$ cat src/sv/jsu_pkg.sv
`default_nettype none
package jsu_pkg;

    localparam int unsigned LimitW   = 16;
    localparam int unsigned CountW   = 17;
    localparam int unsigned QDepth   = 4;
    localparam int unsigned QPtrW    = $clog2(QDepth);
    localparam logic [LimitW-1:0] LimitReset = 16'd127;

    localparam logic [7:0] ChQuote  = 8'h22;
    localparam logic [7:0] ChBslash = 8'h5C;
    localparam logic [7:0] ChU      = 8'h75;
    localparam logic [7:0] ChN      = 8'h6E;
    localparam logic [7:0] ChR      = 8'h72;
    localparam logic [7:0] ChT      = 8'h74;
    localparam logic [7:0] ChLf     = 8'h0A;
    localparam logic [7:0] ChCr     = 8'h0D;
    localparam logic [7:0] ChTab    = 8'h09;

    typedef enum logic [1:0] {
        MODE_DONE,
        MODE_TEXT,
        MODE_ESC,
        MODE_HEX
    } t_mode;

    typedef enum logic [1:0] {
        END_QUOTE = 2'd0,
        END_ZERO  = 2'd1,
        END_LIMIT = 2'd2,
        END_BAD   = 2'd3
    } t_end_reason;

    typedef struct packed {
        logic             is_end;
        t_end_reason      reason;
        logic [1:0]       nbytes;
        logic [2:0][7:0]  bytes;
    } t_job;

    function automatic logic [3:0] hex_value(input logic [7:0] c);
        logic [3:0] v;
        v = 4'd0;
        if (c >= 8'h30 && c <= 8'h39) begin
            v = c[3:0];
        end else if ((c >= 8'h61 && c <= 8'h66) || (c >= 8'h41 && c <= 8'h46)) begin
            v = c[3:0] + 4'd9;
        end
        return v;
    endfunction

endpackage
`default_nettype wire

$ cat src/sv/jsu_if.sv
`default_nettype none
interface jsu_in_if;
    logic       valid;
    logic       ready;
    logic       start_req;
    logic [7:0] in_byte;

    modport source (output valid, output start_req, output in_byte, input ready);
    modport sink   (input valid, input start_req, input in_byte, output ready);
endinterface

interface jsu_out_if;
    logic       valid;
    logic       ready;
    logic [7:0] out_byte;
    logic       is_end;
    logic [1:0] end_reason;
    logic       last;

    modport source (output valid, output out_byte, output is_end, output end_reason,
                    output last, input ready);
    modport sink   (input valid, input out_byte, input is_end, input end_reason,
                    input last, output ready);
endinterface
`default_nettype wire

$ cat src/sv/jsu_front.sv
`default_nettype none
module jsu_front
    import jsu_pkg::*;
(
    input  wire logic              i_clk,
    input  wire logic              i_rst_n,
    input  wire logic              i_valid,
    input  wire logic              i_start_req,
    input  wire logic [7:0]        i_in_byte,
    input  wire logic [LimitW-1:0] i_out_limit,
    input  wire logic              i_q_full,
    output logic                   o_ready,
    output logic                   o_push,
    output t_job                   o_job
);

    t_mode              r_mode, n_mode;
    logic [15:0]        r_acc, n_acc;
    logic [1:0]         r_hex_cnt, n_hex_cnt;
    logic [CountW-1:0]  r_count, n_count;

    t_mode              cur_mode;
    logic [15:0]        base_acc;
    logic [1:0]         base_hex;
    logic [CountW-1:0]  base_count;
    logic [15:0]        cp;
    logic               accept;
    logic               limit_hit;
    t_job               job;

    assign o_ready  = !i_q_full;
    assign accept   = i_valid && !i_q_full;

    assign cur_mode   = i_start_req ? MODE_TEXT : r_mode;
    assign base_acc   = i_start_req ? 16'd0 : r_acc;
    assign base_hex   = i_start_req ? 2'd0 : r_hex_cnt;
    assign base_count = i_start_req ? '0 : r_count;
    assign cp         = {base_acc[11:0], hex_value(i_in_byte)};
    assign limit_hit  = base_count >= {1'b0, i_out_limit};

    // next mode
    always_comb begin
        n_mode = r_mode;
        if (accept) begin
            unique case (cur_mode)
                MODE_TEXT: begin
                    if (i_in_byte == 8'd0 || limit_hit || i_in_byte == ChQuote) begin
                        n_mode = MODE_DONE;
                    end else if (i_in_byte == ChBslash) begin
                        n_mode = MODE_ESC;
                    end else begin
                        n_mode = MODE_TEXT;
                    end
                end
                MODE_ESC: begin
                    if (i_in_byte == 8'd0) begin
                        n_mode = MODE_DONE;
                    end else if (i_in_byte == ChU) begin
                        n_mode = MODE_HEX;
                    end else begin
                        n_mode = MODE_TEXT;
                    end
                end
                MODE_HEX: begin
                    if (i_in_byte == 8'd0) begin
                        n_mode = MODE_DONE;
                    end else if (base_hex == 2'd3) begin
                        n_mode = MODE_TEXT;
                    end else begin
                        n_mode = MODE_HEX;
                    end
                end
                default: n_mode = MODE_DONE;
            endcase
        end
    end

    // job and datapath
    always_comb begin
        job        = '0;
        n_acc      = r_acc;
        n_hex_cnt  = r_hex_cnt;
        n_count    = r_count;
        if (accept) begin
            n_acc     = base_acc;
            n_hex_cnt = base_hex;
            unique case (cur_mode)
                MODE_TEXT: begin
                    if (i_in_byte == 8'd0) begin
                        job.is_end = 1'b1;
                        job.reason = END_ZERO;
                    end else if (limit_hit) begin
                        job.is_end = 1'b1;
                        job.reason = END_LIMIT;
                    end else if (i_in_byte == ChQuote) begin
                        job.is_end = 1'b1;
                        job.reason = END_QUOTE;
                    end else if (i_in_byte != ChBslash) begin
                        job.nbytes   = 2'd1;
                        job.bytes[0] = i_in_byte;
                    end
                end
                MODE_ESC: begin
                    if (i_in_byte == 8'd0) begin
                        job.is_end = 1'b1;
                        job.reason = END_BAD;
                    end else if (i_in_byte == ChU) begin
                        n_acc     = 16'd0;
                        n_hex_cnt = 2'd0;
                    end else begin
                        job.nbytes = 2'd1;
                        priority case (i_in_byte)
                            ChN:     job.bytes[0] = ChLf;
                            ChR:     job.bytes[0] = ChCr;
                            ChT:     job.bytes[0] = ChTab;
                            default: job.bytes[0] = i_in_byte;
                        endcase
                    end
                end
                MODE_HEX: begin
                    if (i_in_byte == 8'd0) begin
                        job.is_end = 1'b1;
                        job.reason = END_BAD;
                    end else begin
                        n_acc = cp;
                        if (base_hex == 2'd3) begin
                            n_hex_cnt = 2'd0;
                            if (cp <= 16'h007F) begin
                                job.nbytes   = 2'd1;
                                job.bytes[0] = cp[7:0];
                            end else if (cp <= 16'h07FF) begin
                                job.nbytes   = 2'd2;
                                job.bytes[0] = {3'b110, cp[10:6]};
                                job.bytes[1] = {2'b10, cp[5:0]};
                            end else begin
                                job.nbytes   = 2'd3;
                                job.bytes[0] = {4'b1110, cp[15:12]};
                                job.bytes[1] = {2'b10, cp[11:6]};
                                job.bytes[2] = {2'b10, cp[5:0]};
                            end
                        end else begin
                            n_hex_cnt = base_hex + 2'd1;
                        end
                    end
                end
                default: begin
                end
            endcase
            n_count = base_count + {{(CountW-2){1'b0}}, job.nbytes};
        end
    end

    assign o_job  = job;
    assign o_push = accept && (job.is_end || job.nbytes != 2'd0);

    always_ff @(posedge i_clk) begin
        if (!i_rst_n) begin
            r_mode    <= MODE_DONE;
            r_acc     <= 16'd0;
            r_hex_cnt <= 2'd0;
            r_count   <= '0;
        end else begin
            r_mode    <= n_mode;
            r_acc     <= n_acc;
            r_hex_cnt <= n_hex_cnt;
            r_count   <= n_count;
        end
    end

endmodule
`default_nettype wire

$ cat src/sv/jsu_queue.sv
`default_nettype none
module jsu_queue
    import jsu_pkg::*;
(
    input  wire logic  i_clk,
    input  wire logic  i_rst_n,
    input  wire logic  i_push,
    input  wire t_job  i_job,
    input  wire logic  i_pop,
    output logic       o_full,
    output logic       o_empty,
    output t_job       o_head
);

    t_job              r_mem [QDepth];
    logic [QPtrW-1:0]  r_wr_ptr, r_rd_ptr;
    logic [QPtrW:0]    r_fill;

    assign o_full  = r_fill == (QPtrW+1)'(QDepth);
    assign o_empty = r_fill == '0;
    assign o_head  = r_mem[r_rd_ptr];

    always_ff @(posedge i_clk) begin
        if (i_push) begin
            r_mem[r_wr_ptr] <= i_job;
        end
    end

    always_ff @(posedge i_clk) begin
        if (!i_rst_n) begin
            r_wr_ptr <= '0;
            r_rd_ptr <= '0;
            r_fill   <= '0;
        end else begin
            if (i_push) begin
                r_wr_ptr <= r_wr_ptr + 1'b1;
            end
            if (i_pop) begin
                r_rd_ptr <= r_rd_ptr + 1'b1;
            end
            if (i_push && !i_pop) begin
                r_fill <= r_fill + 1'b1;
            end else if (!i_push && i_pop) begin
                r_fill <= r_fill - 1'b1;
            end
        end
    end

endmodule
`default_nettype wire

$ cat src/sv/jsu_back.sv
`default_nettype none
module jsu_back
    import jsu_pkg::*;
(
    input  wire logic  i_clk,
    input  wire logic  i_rst_n,
    input  wire logic  i_empty,
    input  wire t_job  i_head,
    input  wire logic  i_ready,
    output logic       o_valid,
    output logic [7:0] o_out_byte,
    output logic       o_is_end,
    output logic [1:0] o_end_reason,
    output logic       o_last,
    output logic       o_pop
);

    logic [1:0] r_idx;
    logic       fire;

    assign o_valid      = !i_empty;
    assign o_is_end     = i_head.is_end;
    assign o_end_reason = i_head.is_end ? i_head.reason : END_QUOTE;
    assign o_last       = i_head.is_end || (r_idx == i_head.nbytes - 2'd1);
    assign fire         = o_valid && i_ready;
    assign o_pop        = fire && o_last;

    always_comb begin
        o_out_byte = 8'd0;
        if (!i_head.is_end) begin
            unique case (r_idx)
                2'd0:    o_out_byte = i_head.bytes[0];
                2'd1:    o_out_byte = i_head.bytes[1];
                2'd2:    o_out_byte = i_head.bytes[2];
                default: o_out_byte = 8'd0;
            endcase
        end
    end

    always_ff @(posedge i_clk) begin
        if (!i_rst_n) begin
            r_idx <= 2'd0;
        end else if (fire) begin
            r_idx <= o_last ? 2'd0 : r_idx + 2'd1;
        end
    end

endmodule
`default_nettype wire

$ cat src/sv/json_string_unescape_utf8_core.sv
`default_nettype none
// JSON string unescaper: feed the bytes of a string value starting after the opening
// quote, with start_req on the first one; it emits unescaped bytes (\uXXXX as 1 to 3
// UTF-8 bytes) and one end report when a value ends. A byte is taken every cycle while
// the four-entry job queue has room; the output side sends one result per cycle while
// the receiver is ready, so a \u escape producing three bytes takes three transfers.
module json_string_unescape_utf8_core
    import jsu_pkg::*;
(
    input  wire logic              i_clk,
    input  wire logic              i_rst_n,
    jsu_in_if.sink                 i_in,
    jsu_out_if.source              o_out,
    input  wire logic              i_cfg_we,
    input  wire logic [LimitW-1:0] i_cfg_data
);

    logic [LimitW-1:0] r_out_limit;
    logic              q_full;
    logic              q_empty;
    logic              push;
    logic              pop;
    t_job              job;
    t_job              head;

    always_ff @(posedge i_clk) begin
        if (!i_rst_n) begin
            r_out_limit <= LimitReset;
        end else if (i_cfg_we) begin
            r_out_limit <= i_cfg_data;
        end
    end

    jsu_front u_front (
        .i_clk       (i_clk),
        .i_rst_n     (i_rst_n),
        .i_valid     (i_in.valid),
        .i_start_req (i_in.start_req),
        .i_in_byte   (i_in.in_byte),
        .i_out_limit (r_out_limit),
        .i_q_full    (q_full),
        .o_ready     (i_in.ready),
        .o_push      (push),
        .o_job       (job)
    );

    jsu_queue u_queue (
        .i_clk   (i_clk),
        .i_rst_n (i_rst_n),
        .i_push  (push),
        .i_job   (job),
        .i_pop   (pop),
        .o_full  (q_full),
        .o_empty (q_empty),
        .o_head  (head)
    );

    jsu_back u_back (
        .i_clk        (i_clk),
        .i_rst_n      (i_rst_n),
        .i_empty      (q_empty),
        .i_head       (head),
        .i_ready      (o_out.ready),
        .o_valid      (o_out.valid),
        .o_out_byte   (o_out.out_byte),
        .o_is_end     (o_out.is_end),
        .o_end_reason (o_out.end_reason),
        .o_last       (o_out.last),
        .o_pop        (pop)
    );

endmodule
`default_nettype wire

$ cat src/flat_wrapper.sv
// flat-port wrapper written by rule: the top's interface ports become plain ports
module json_string_unescape_utf8_core_flat import jsu_pkg::*;
  (i_clk, i_rst_n, i_cfg_we, i_cfg_data, i_in_valid, i_in_start_req, i_in_in_byte, i_in_ready, o_out_valid, o_out_out_byte, o_out_is_end, o_out_end_reason, o_out_last, o_out_ready);
  jsu_in_if i_in_i ();
  jsu_out_if o_out_i ();
  input  wire logic i_clk;
  input  wire logic i_rst_n;
  input  wire logic i_cfg_we;
  input  wire logic [LimitW-1:0] i_cfg_data;
  input wire logic [$bits(i_in_i.valid)-1:0] i_in_valid;
  input wire logic [$bits(i_in_i.start_req)-1:0] i_in_start_req;
  input wire logic [$bits(i_in_i.in_byte)-1:0] i_in_in_byte;
  output wire logic [$bits(i_in_i.ready)-1:0] i_in_ready;
  output wire logic [$bits(o_out_i.valid)-1:0] o_out_valid;
  output wire logic [$bits(o_out_i.out_byte)-1:0] o_out_out_byte;
  output wire logic [$bits(o_out_i.is_end)-1:0] o_out_is_end;
  output wire logic [$bits(o_out_i.end_reason)-1:0] o_out_end_reason;
  output wire logic [$bits(o_out_i.last)-1:0] o_out_last;
  input wire logic [$bits(o_out_i.ready)-1:0] o_out_ready;
  assign i_in_i.valid = i_in_valid;
  assign i_in_i.start_req = i_in_start_req;
  assign i_in_i.in_byte = i_in_in_byte;
  assign i_in_ready = i_in_i.ready;
  assign o_out_valid = o_out_i.valid;
  assign o_out_out_byte = o_out_i.out_byte;
  assign o_out_is_end = o_out_i.is_end;
  assign o_out_end_reason = o_out_i.end_reason;
  assign o_out_last = o_out_i.last;
  assign o_out_i.ready = o_out_ready;
  json_string_unescape_utf8_core u_core (.i_clk(i_clk), .i_rst_n(i_rst_n), .i_in(i_in_i), .o_out(o_out_i), .i_cfg_we(i_cfg_we), .i_cfg_data(i_cfg_data));
endmodule
$ cat config.mk
export PLATFORM = sky130hd
export DESIGN_NAME = json_string_unescape_utf8_core_flat
export DESIGN_NICKNAME = d
export VERILOG_FILES = /design/src/sv/jsu_pkg.sv /design/src/sv/jsu_if.sv /design/src/sv/jsu_front.sv /design/src/sv/jsu_queue.sv /design/src/sv/jsu_back.sv /design/src/sv/json_string_unescape_utf8_core.sv /design/src/flat_wrapper.sv
export SDC_FILE = /design/constraint.sdc
export NUM_CORES = 1
export LEC_CHECK = 0
export ABC_CLOCK_PERIOD_IN_PS = 10300
export BUFFER_PORTS_ARGS = -buffer_cell sky130_fd_sc_hd__buf_2
export CAP_MARGIN = 10
export CORE_MARGIN = 4
export CORE_UTILIZATION = 66
export CTS_CLUSTER_DIAMETER = 80
export DETAILED_ROUTE_END_ITERATION = 7
export HOLD_SLACK_MARGIN = 0.15
export PLACE_DENSITY = 0.85
export SYNTH_ARGS = -nofsm -noshare
export SYNTH_HDL_FRONTEND = slang
export SYNTH_HIERARCHICAL = 1
export SYNTH_SLANG_ARGS = --single-unit
$ cat constraint.sdc
create_clock -name i_clk -period 10.3 [get_ports i_clk]
set_input_delay 0.515 -clock i_clk [delete_from_list [all_inputs] [get_ports i_clk]]
set_output_delay 0.515 -clock i_clk [all_outputs]
set_load 0.01 [all_outputs]
Yosys cells after proc, flatten, opt, wreduce, memory -nomap -nowiden
Memories as Yosys holds them, arrays and structs flattened. A register that Yosys moved wholly into a read port is not among the register bits.
Cells that the tools add are included.
{ "classes": {"addsub": 9, "n_mul": 0, "n_div": 0, "magnitude_cmp": 9, "eq_ne": 15, "shift": 0, "mux": 62, "n_bitwise": 0, "n_reduce_logical": 23} }
{ "op_table": {"columns": ["op", "n"], "rows": [
  ["two-way mux 16 bit", 6],
  ["two-way mux 8 bit", 9],
  ["case mux 8 bit (3 select lines)", 3],
  ["two-way mux 26 bit", 2],
  ["equality test 8 x 7 -> 1 bit, second input constant", 5],
  ["two-way mux 2 bit", 20],
  ["case mux 16 bit (2 select lines)", 1],
  ["two-way mux 29 bit", 1],
  ["two-way mux 3 bit", 6],
  ["adder 17 x 2 -> 17 bit", 1],
  [">= comparator 17 x 16 -> 1 bit", 1],
  ["two-way mux 17 bit", 1],
  [">= comparator 8 x 7 -> 1 bit, second input constant", 2],
  ["<= comparator 16 x 11 -> 1 bit, second input constant", 1],
  ["<= comparator 16 x 7 -> 1 bit, second input constant", 1],
  ["<= comparator 8 x 7 -> 1 bit, second input constant", 2],
  ["case mux 5 bit (3 select lines)", 1],
  ["two-way mux 14 bit", 1],
  ["logical AND 1 bit", 9],
  ["adder 2 x 1 -> 2 bit, second input constant", 4],
  ["equality test 2 bit, second input constant", 4],
  ["equality test 8 x 6 -> 1 bit, second input constant", 1],
  [">= comparator 8 x 6 -> 1 bit, second input constant", 1],
  ["<= comparator 8 x 6 -> 1 bit, second input constant", 1],
  ["other kinds (19)", 34]
]} }
{ "word_totals": {"ff_bits": 62, "latch_bits": 0, "mem_bits_rw": 116, "mem_bits_ro": 0, "out_inout_bits": 14, "n_memories": 1} }
{ "memory_table": {"columns": ["memory", "words", "width", "read_ports", "rd_clocked_by_memory_dff", "write_ports", "line_no", "rtl"], "rows": [
  ["u_core.u_queue.r_mem", 4, 29, 1, 1, 1, "jsu_queue.sv:15", "t_job r_mem [QDepth];"]
]} }

Depth between registers and ports, before layout
{ "logic_depth": {"ltp_word": 20, "mapped_depth": 22} }

Hierarchy
The synthesis kept the hierarchy.
{ "modules_own_cells": {"columns": ["module", "n_inst", "cells_per_inst", "area_per_inst_um2"], "rows": [
  ["jsu_queue", 1, 194, 4638.2],
  ["jsu_front", 1, 419, 3084.2],
  ["json_string_unescape_utf8_core", 1, 51, 598.1],
  ["jsu_back", 1, 46, 350.3]
]} }

Worst setup path before layout
Ideal clock, no wire load.
{ "synth_timing": {"kind": "input port to flip-flop", "start": "input port i_in_start_req", "end": "register u_core.u_front.r_count[12]", "t_arrival_ns": 4.932, "required_ns": 10.185, "path_slack_ns": 5.253, "cell_stages": 22, "cell_sequence": "clkbuf_1 clkbuf_1 clkbuf_1 clkbuf_1 nor2b_1 ha_1 a21o_1 a221o_1 a21o_1 a311oi_2 buf_4 nand3_1 nand3_1 ha_1 inv_1 fa_1 and4bb_1 nand3_1 nor2_1 nand3_1 xor2_1 and2_1"} }
{ "synth_between": {"elab_chain_cells": 9, "word_cells_on_any_way": 20, "classes_between": "add/sub: 1; order compare: 3; eq/ne: 4; mux: 12"} }
{ "synth_lines": {"columns": ["element", "line_no", "rtl"], "rows": [
  ["start, declared", "flat_wrapper.sv:11", "input wire logic [$bits(i_in_i.start_req)-1:0] i_in_start_req;"],
  ["two-way mux 16 bit", "jsu_front.sv:35", "assign base_acc = i_start_req ? 16'd0 : r_acc;"],
  ["<= comparator 16 x 11 -> 1 bit", "jsu_front.sv:131", "end else if (cp <= 16'h07FF) begin"],
  ["two-way mux 1 bit", "jsu_front.sv:131", null],
  ["two-way mux 2 bit", "jsu_front.sv:128", "if (cp <= 16'h007F) begin"],
  ["two-way mux 26 bit", "jsu_front.sv:126", "if (base_hex == 2'd3) begin"],
  ["two-way mux 26 bit", "jsu_front.sv:121", "if (i_in_byte == 8'd0) begin"],
  ["case mux 5 bit (3 select lines)", "jsu_front.sv:87", "unique case (cur_mode)"],
  ["two-way mux 5 bit", "jsu_front.sv:84", "if (accept) begin"],
  ["adder 17 x 2 -> 17 bit *", "jsu_front.sv:149", "n_count = base_count + {{(CountW-2){1'b0}}, job.nbytes};"],
  ["end signal, assigned", "jsu_front.sv:166", "r_count <= n_count;"],
  ["end, declared", "jsu_front.sv:20", "logic [CountW-1:0] r_count, n_count;"]
]} }
Every way passes the cells marked *; elsewhere a longest branch is shown, timed or not. The select of a mux whose other input is x is not followed.
A chain may end at the register's enable or synchronous reset.

Worst setup path after layout
Same ends and word-level chain as after synthesis.

==> results.cfg <==
[route]
drt_wl_total_um = 20600
viasPerCell = 6.56
num_vias = 6110
wl_per_cell_um = 22.1
antenna_left = 0
first_pass_iters = 6
drc = 0
drt-initial-drc-count = 736

[grt]
overflow = 0
antenna_found_initial = 0
grt_pass1_wl_um = 32500
track_usage_pct = 29.0
grt_pass1_vias = 6009
grt_max_degree = 53

[sta]
setup_viol = 0
slew_headroom_pct = 35.5
rsz0062_at_grt = false
worst_pin_slew_ps = 966
fmax_ghz = 0.208
fin_crit_ps = 4820
drv_slew = 0
fin_skew_ps = 8.60
layout_setup_ws_ps = 5480
hold_viol_final = 0
tns_ps = 0
fin_crit_sh_pct = 46.8

[setup_path]
timing.critical_path.to_type = register
startpoint_type = input port
worstSetupPathType = input port to register
worstReg2RegEnd = u_core/u_front/r_count[12]$_SDFFE_PN0P_
reg2reg_from = u_core/u_front/r_count[14]$_SDFFE_PN0P_
critPathMaxFanout = 43
ff2ff_setup_slack_ps = 5790
worstRegToRegCells = 17
worst_ep_required_time_ps = 10630
cp.arrival_ps = 5140

[hold_path]
min_path_type = input port to register
hold_start = i_cfg_data[0]
min_to = u_core/r_out_limit[0]$_SDFFE_PN1P_
hold_depth = 3

[synthesis]
synth.distinct_cells = 80
avgSynthCellArea_um2 = 12.2
synth_adder_area_share_pct = 5.22
synth_edf_count = 116
synth_area_mm2 = 0.00867
synthMuxAreaShare_pct = 10.0
synth_flop_cell = edfxtp_1
synth_compound_area_share_pct = 10.5
synthArstFlopShare_pct = 0
yosys_warnings = 6
ys_ff_latch = 176
ys_seq_area_share_pct = 54.0
synth_xor_xnor_area_share_pct = 1.62
synth_top_family_by_area = simple AND/OR/NAND/NOR gates
synth_cells = 710
synth-simple-area-share_pct = 14.4

[placement]
dpl-instance-area_mm2 = 0.00895
dp_hpwl_um = 13700
io_buffer_count = 43
dp_slack_ps = 5170
gp_congestion = 0.927

[clocking]
path_clk_slew_ps = 70
clock_sinks = 176
cts-root-buf = clkbuf_16
clockBufferDepth = 2
cts_buffers = 17
postCtsHoldBufs = 0
ctsHtreeMaxLevel = 4
cts_tree = built
ctsResizeCount = 0
cts_setup_buffers = 0
clk_latency_ps = 430

[floorplan]
fp.dieH_um = 123
die_area_mm2 = 0.0150
die_w_um = 123
core_area_mm2 = 0.0127
start_util_pct = 68.2
ios = 44
rows = 41

[finish]
syn2layout_area_growth_pct = 9.83
fin_area_mm2 = 0.00952
antenna_cells = 0
layout-drive-gt1-share_pct = 17.1
final_net_count = 811

[flow_run]
max_cap_viol_count = 0

[power]
p_total_w = 0.00182
power.density_mw_per_mm2 = 192
ir_worst_vdd_v = 0.000107
p_leak_nw = 3.60

[run_status]
status = complete, no violations
-- where the power goes --
| part | internal [W] | total, W | switching [W] |
|---|---|---|---|
| clock | 0.000341 | 0.000626 | 0.000286 |
| sequential | 0.000801 | 0.000825 | 0.0000245 |
| combinational | 0.000160 | 0.000373 | 0.000213 |
-- cell families (layout without fill, tap and decap cells) --
| kind of cell | Yosys count | after routing |
|---|---|---|
| multiplexers | 50 | 50 |
| other | 1 | 2 |
| flip-flops | 176 | 176 |
| AND/OR/NAND/NOR | 230 | 230 |
| buffers and inverters | 73 | 121 |
| AO/OA/AOI/OAI | 129 | 129 |
| adder cells (fa/ha/maj) | 35 | 35 |
| XOR/XNOR | 16 | 16 |
-- worst max-delay path by stage --
stage / start / endpoint / slack (ps)
5_1_grt: i_in_start_req / u_core/u_front/r_count[14]$_SDFFE_PN0P_ / 5230
3_3_place_gp: i_in_start_req / u_core/u_front/r_count[16]$_SDFFE_PN0P_ / 5330
3_5_place_dp: i_in_start_req / u_core/u_front/r_count[12]$_SDFFE_PN0P_ / 5170
6_report: i_in_start_req / u_core/u_front/r_count[12]$_SDFFE_PN0P_ / 5480
2_1_floorplan: i_in_start_req / u_core/u_front/r_count[12]$_SDFFE_PN0P_ / 5250
4_1_cts: i_in_start_req / u_core/u_front/r_count[12]$_SDFFE_PN0P_ / 5560
-- area by class of cell --
type,instances,area [um^2]
Multi-Input combinational cell,462,3630
Timing Repair Buffer,50,268
Inverter,39,146
Sequential cell,176,4690
Tap cell,172,215
Fill cell,829,3200
Clock inverter,15,151
Clock buffer,17,425
-- worst max-delay path, stage by stage --
cell	delay [ps]
buf_2	560
nor2b_1	120
ha_1	320
a21o_1	180
a221o_1	330
a21o_1	180
a311oi_2	630
nand3_1	220
nand3_1	140
ha_1	170
inv_1	60
fa_1	420
and4bb_1	430
nand3_1	100
nor2_1	290
nand3_1	150
xor2_1	150
and2_1	150
-- flip-flops by register name (all words and copies together), names as in the netlist, 3 cells and up, named ones only --
signal,cells
u_core/r_out_limit,16
u_core/u_front/r_acc,12
u_core/u_front/r_count,17
u_core/u_queue/r_fill,3
u_core/u_queue/r_mem,116
-- cell usage in the layout, fill, tap and decap left out, types with 17 or more instances in the layout --
master       n
dfxtp_1     59
buf_2       43
nor2_1      41
nand3_1     17
a21oi_1     36
mux2i_1     20
inv_1       34
and2_1      22
mux4_2      28
ha_1        33
nand2_1     49
clkbuf_16   17
nor2b_1     43
edfxtp_1   116
-- Yosys cell counts, types with 5 or more instances --
library cell  instances  area (um^2)
edfxtp_1            116         3480
dfxtp_1              60         1200
nand2_1              49          184
nor2b_1              43          269
nor2_1               41          154
a21oi_1              36          180
inv_1                34          128
ha_1                 33          413
mux4_2               28          631
and2_1               22          138
mux2i_1              20          200
nand3_1              17         85.1
clkbuf_1             16         60.1
o21ai_0              14         70.1
nor3_1               12         60.1
a31oi_1              10         62.6
a22o_1                9         78.8
a222oi_1              8         80.1
xnor2_1               8         70.1
xor2_1                8         70.1
a21o_1                7         52.6
a22oi_1               6         45.0
and3_1                6         37.5
buf_2                 6         30.0
buf_4                 6         45.0
nand4_1               6         37.5
inv_2                 5         18.8
nor4_1                5         31.3
-- per-layer routing --
| layer | GRT usage, % | wire length (um) |
|---|---|---|
| met1 | 37.7 | 8160 |
| met4 | 12.0 | 677 |
| met5 | 0 | 0 |
| met2 | 47.5 | 10300 |
| met3 | 6.45 | 1480 |
-- per-stage QoR --
step | instances | hold WS (ps) | utilization (%)
finish | 931 | 306 | 74.9
global placement | 899 | 454 | 70.3
floorplan | 711 | 441 | -
CTS | 931 | 299 | 74.9
global route | 931 | 313 | 74.9
detailed placement | 899 | 464 | 70.3
(Power assumes the default switching activity.)
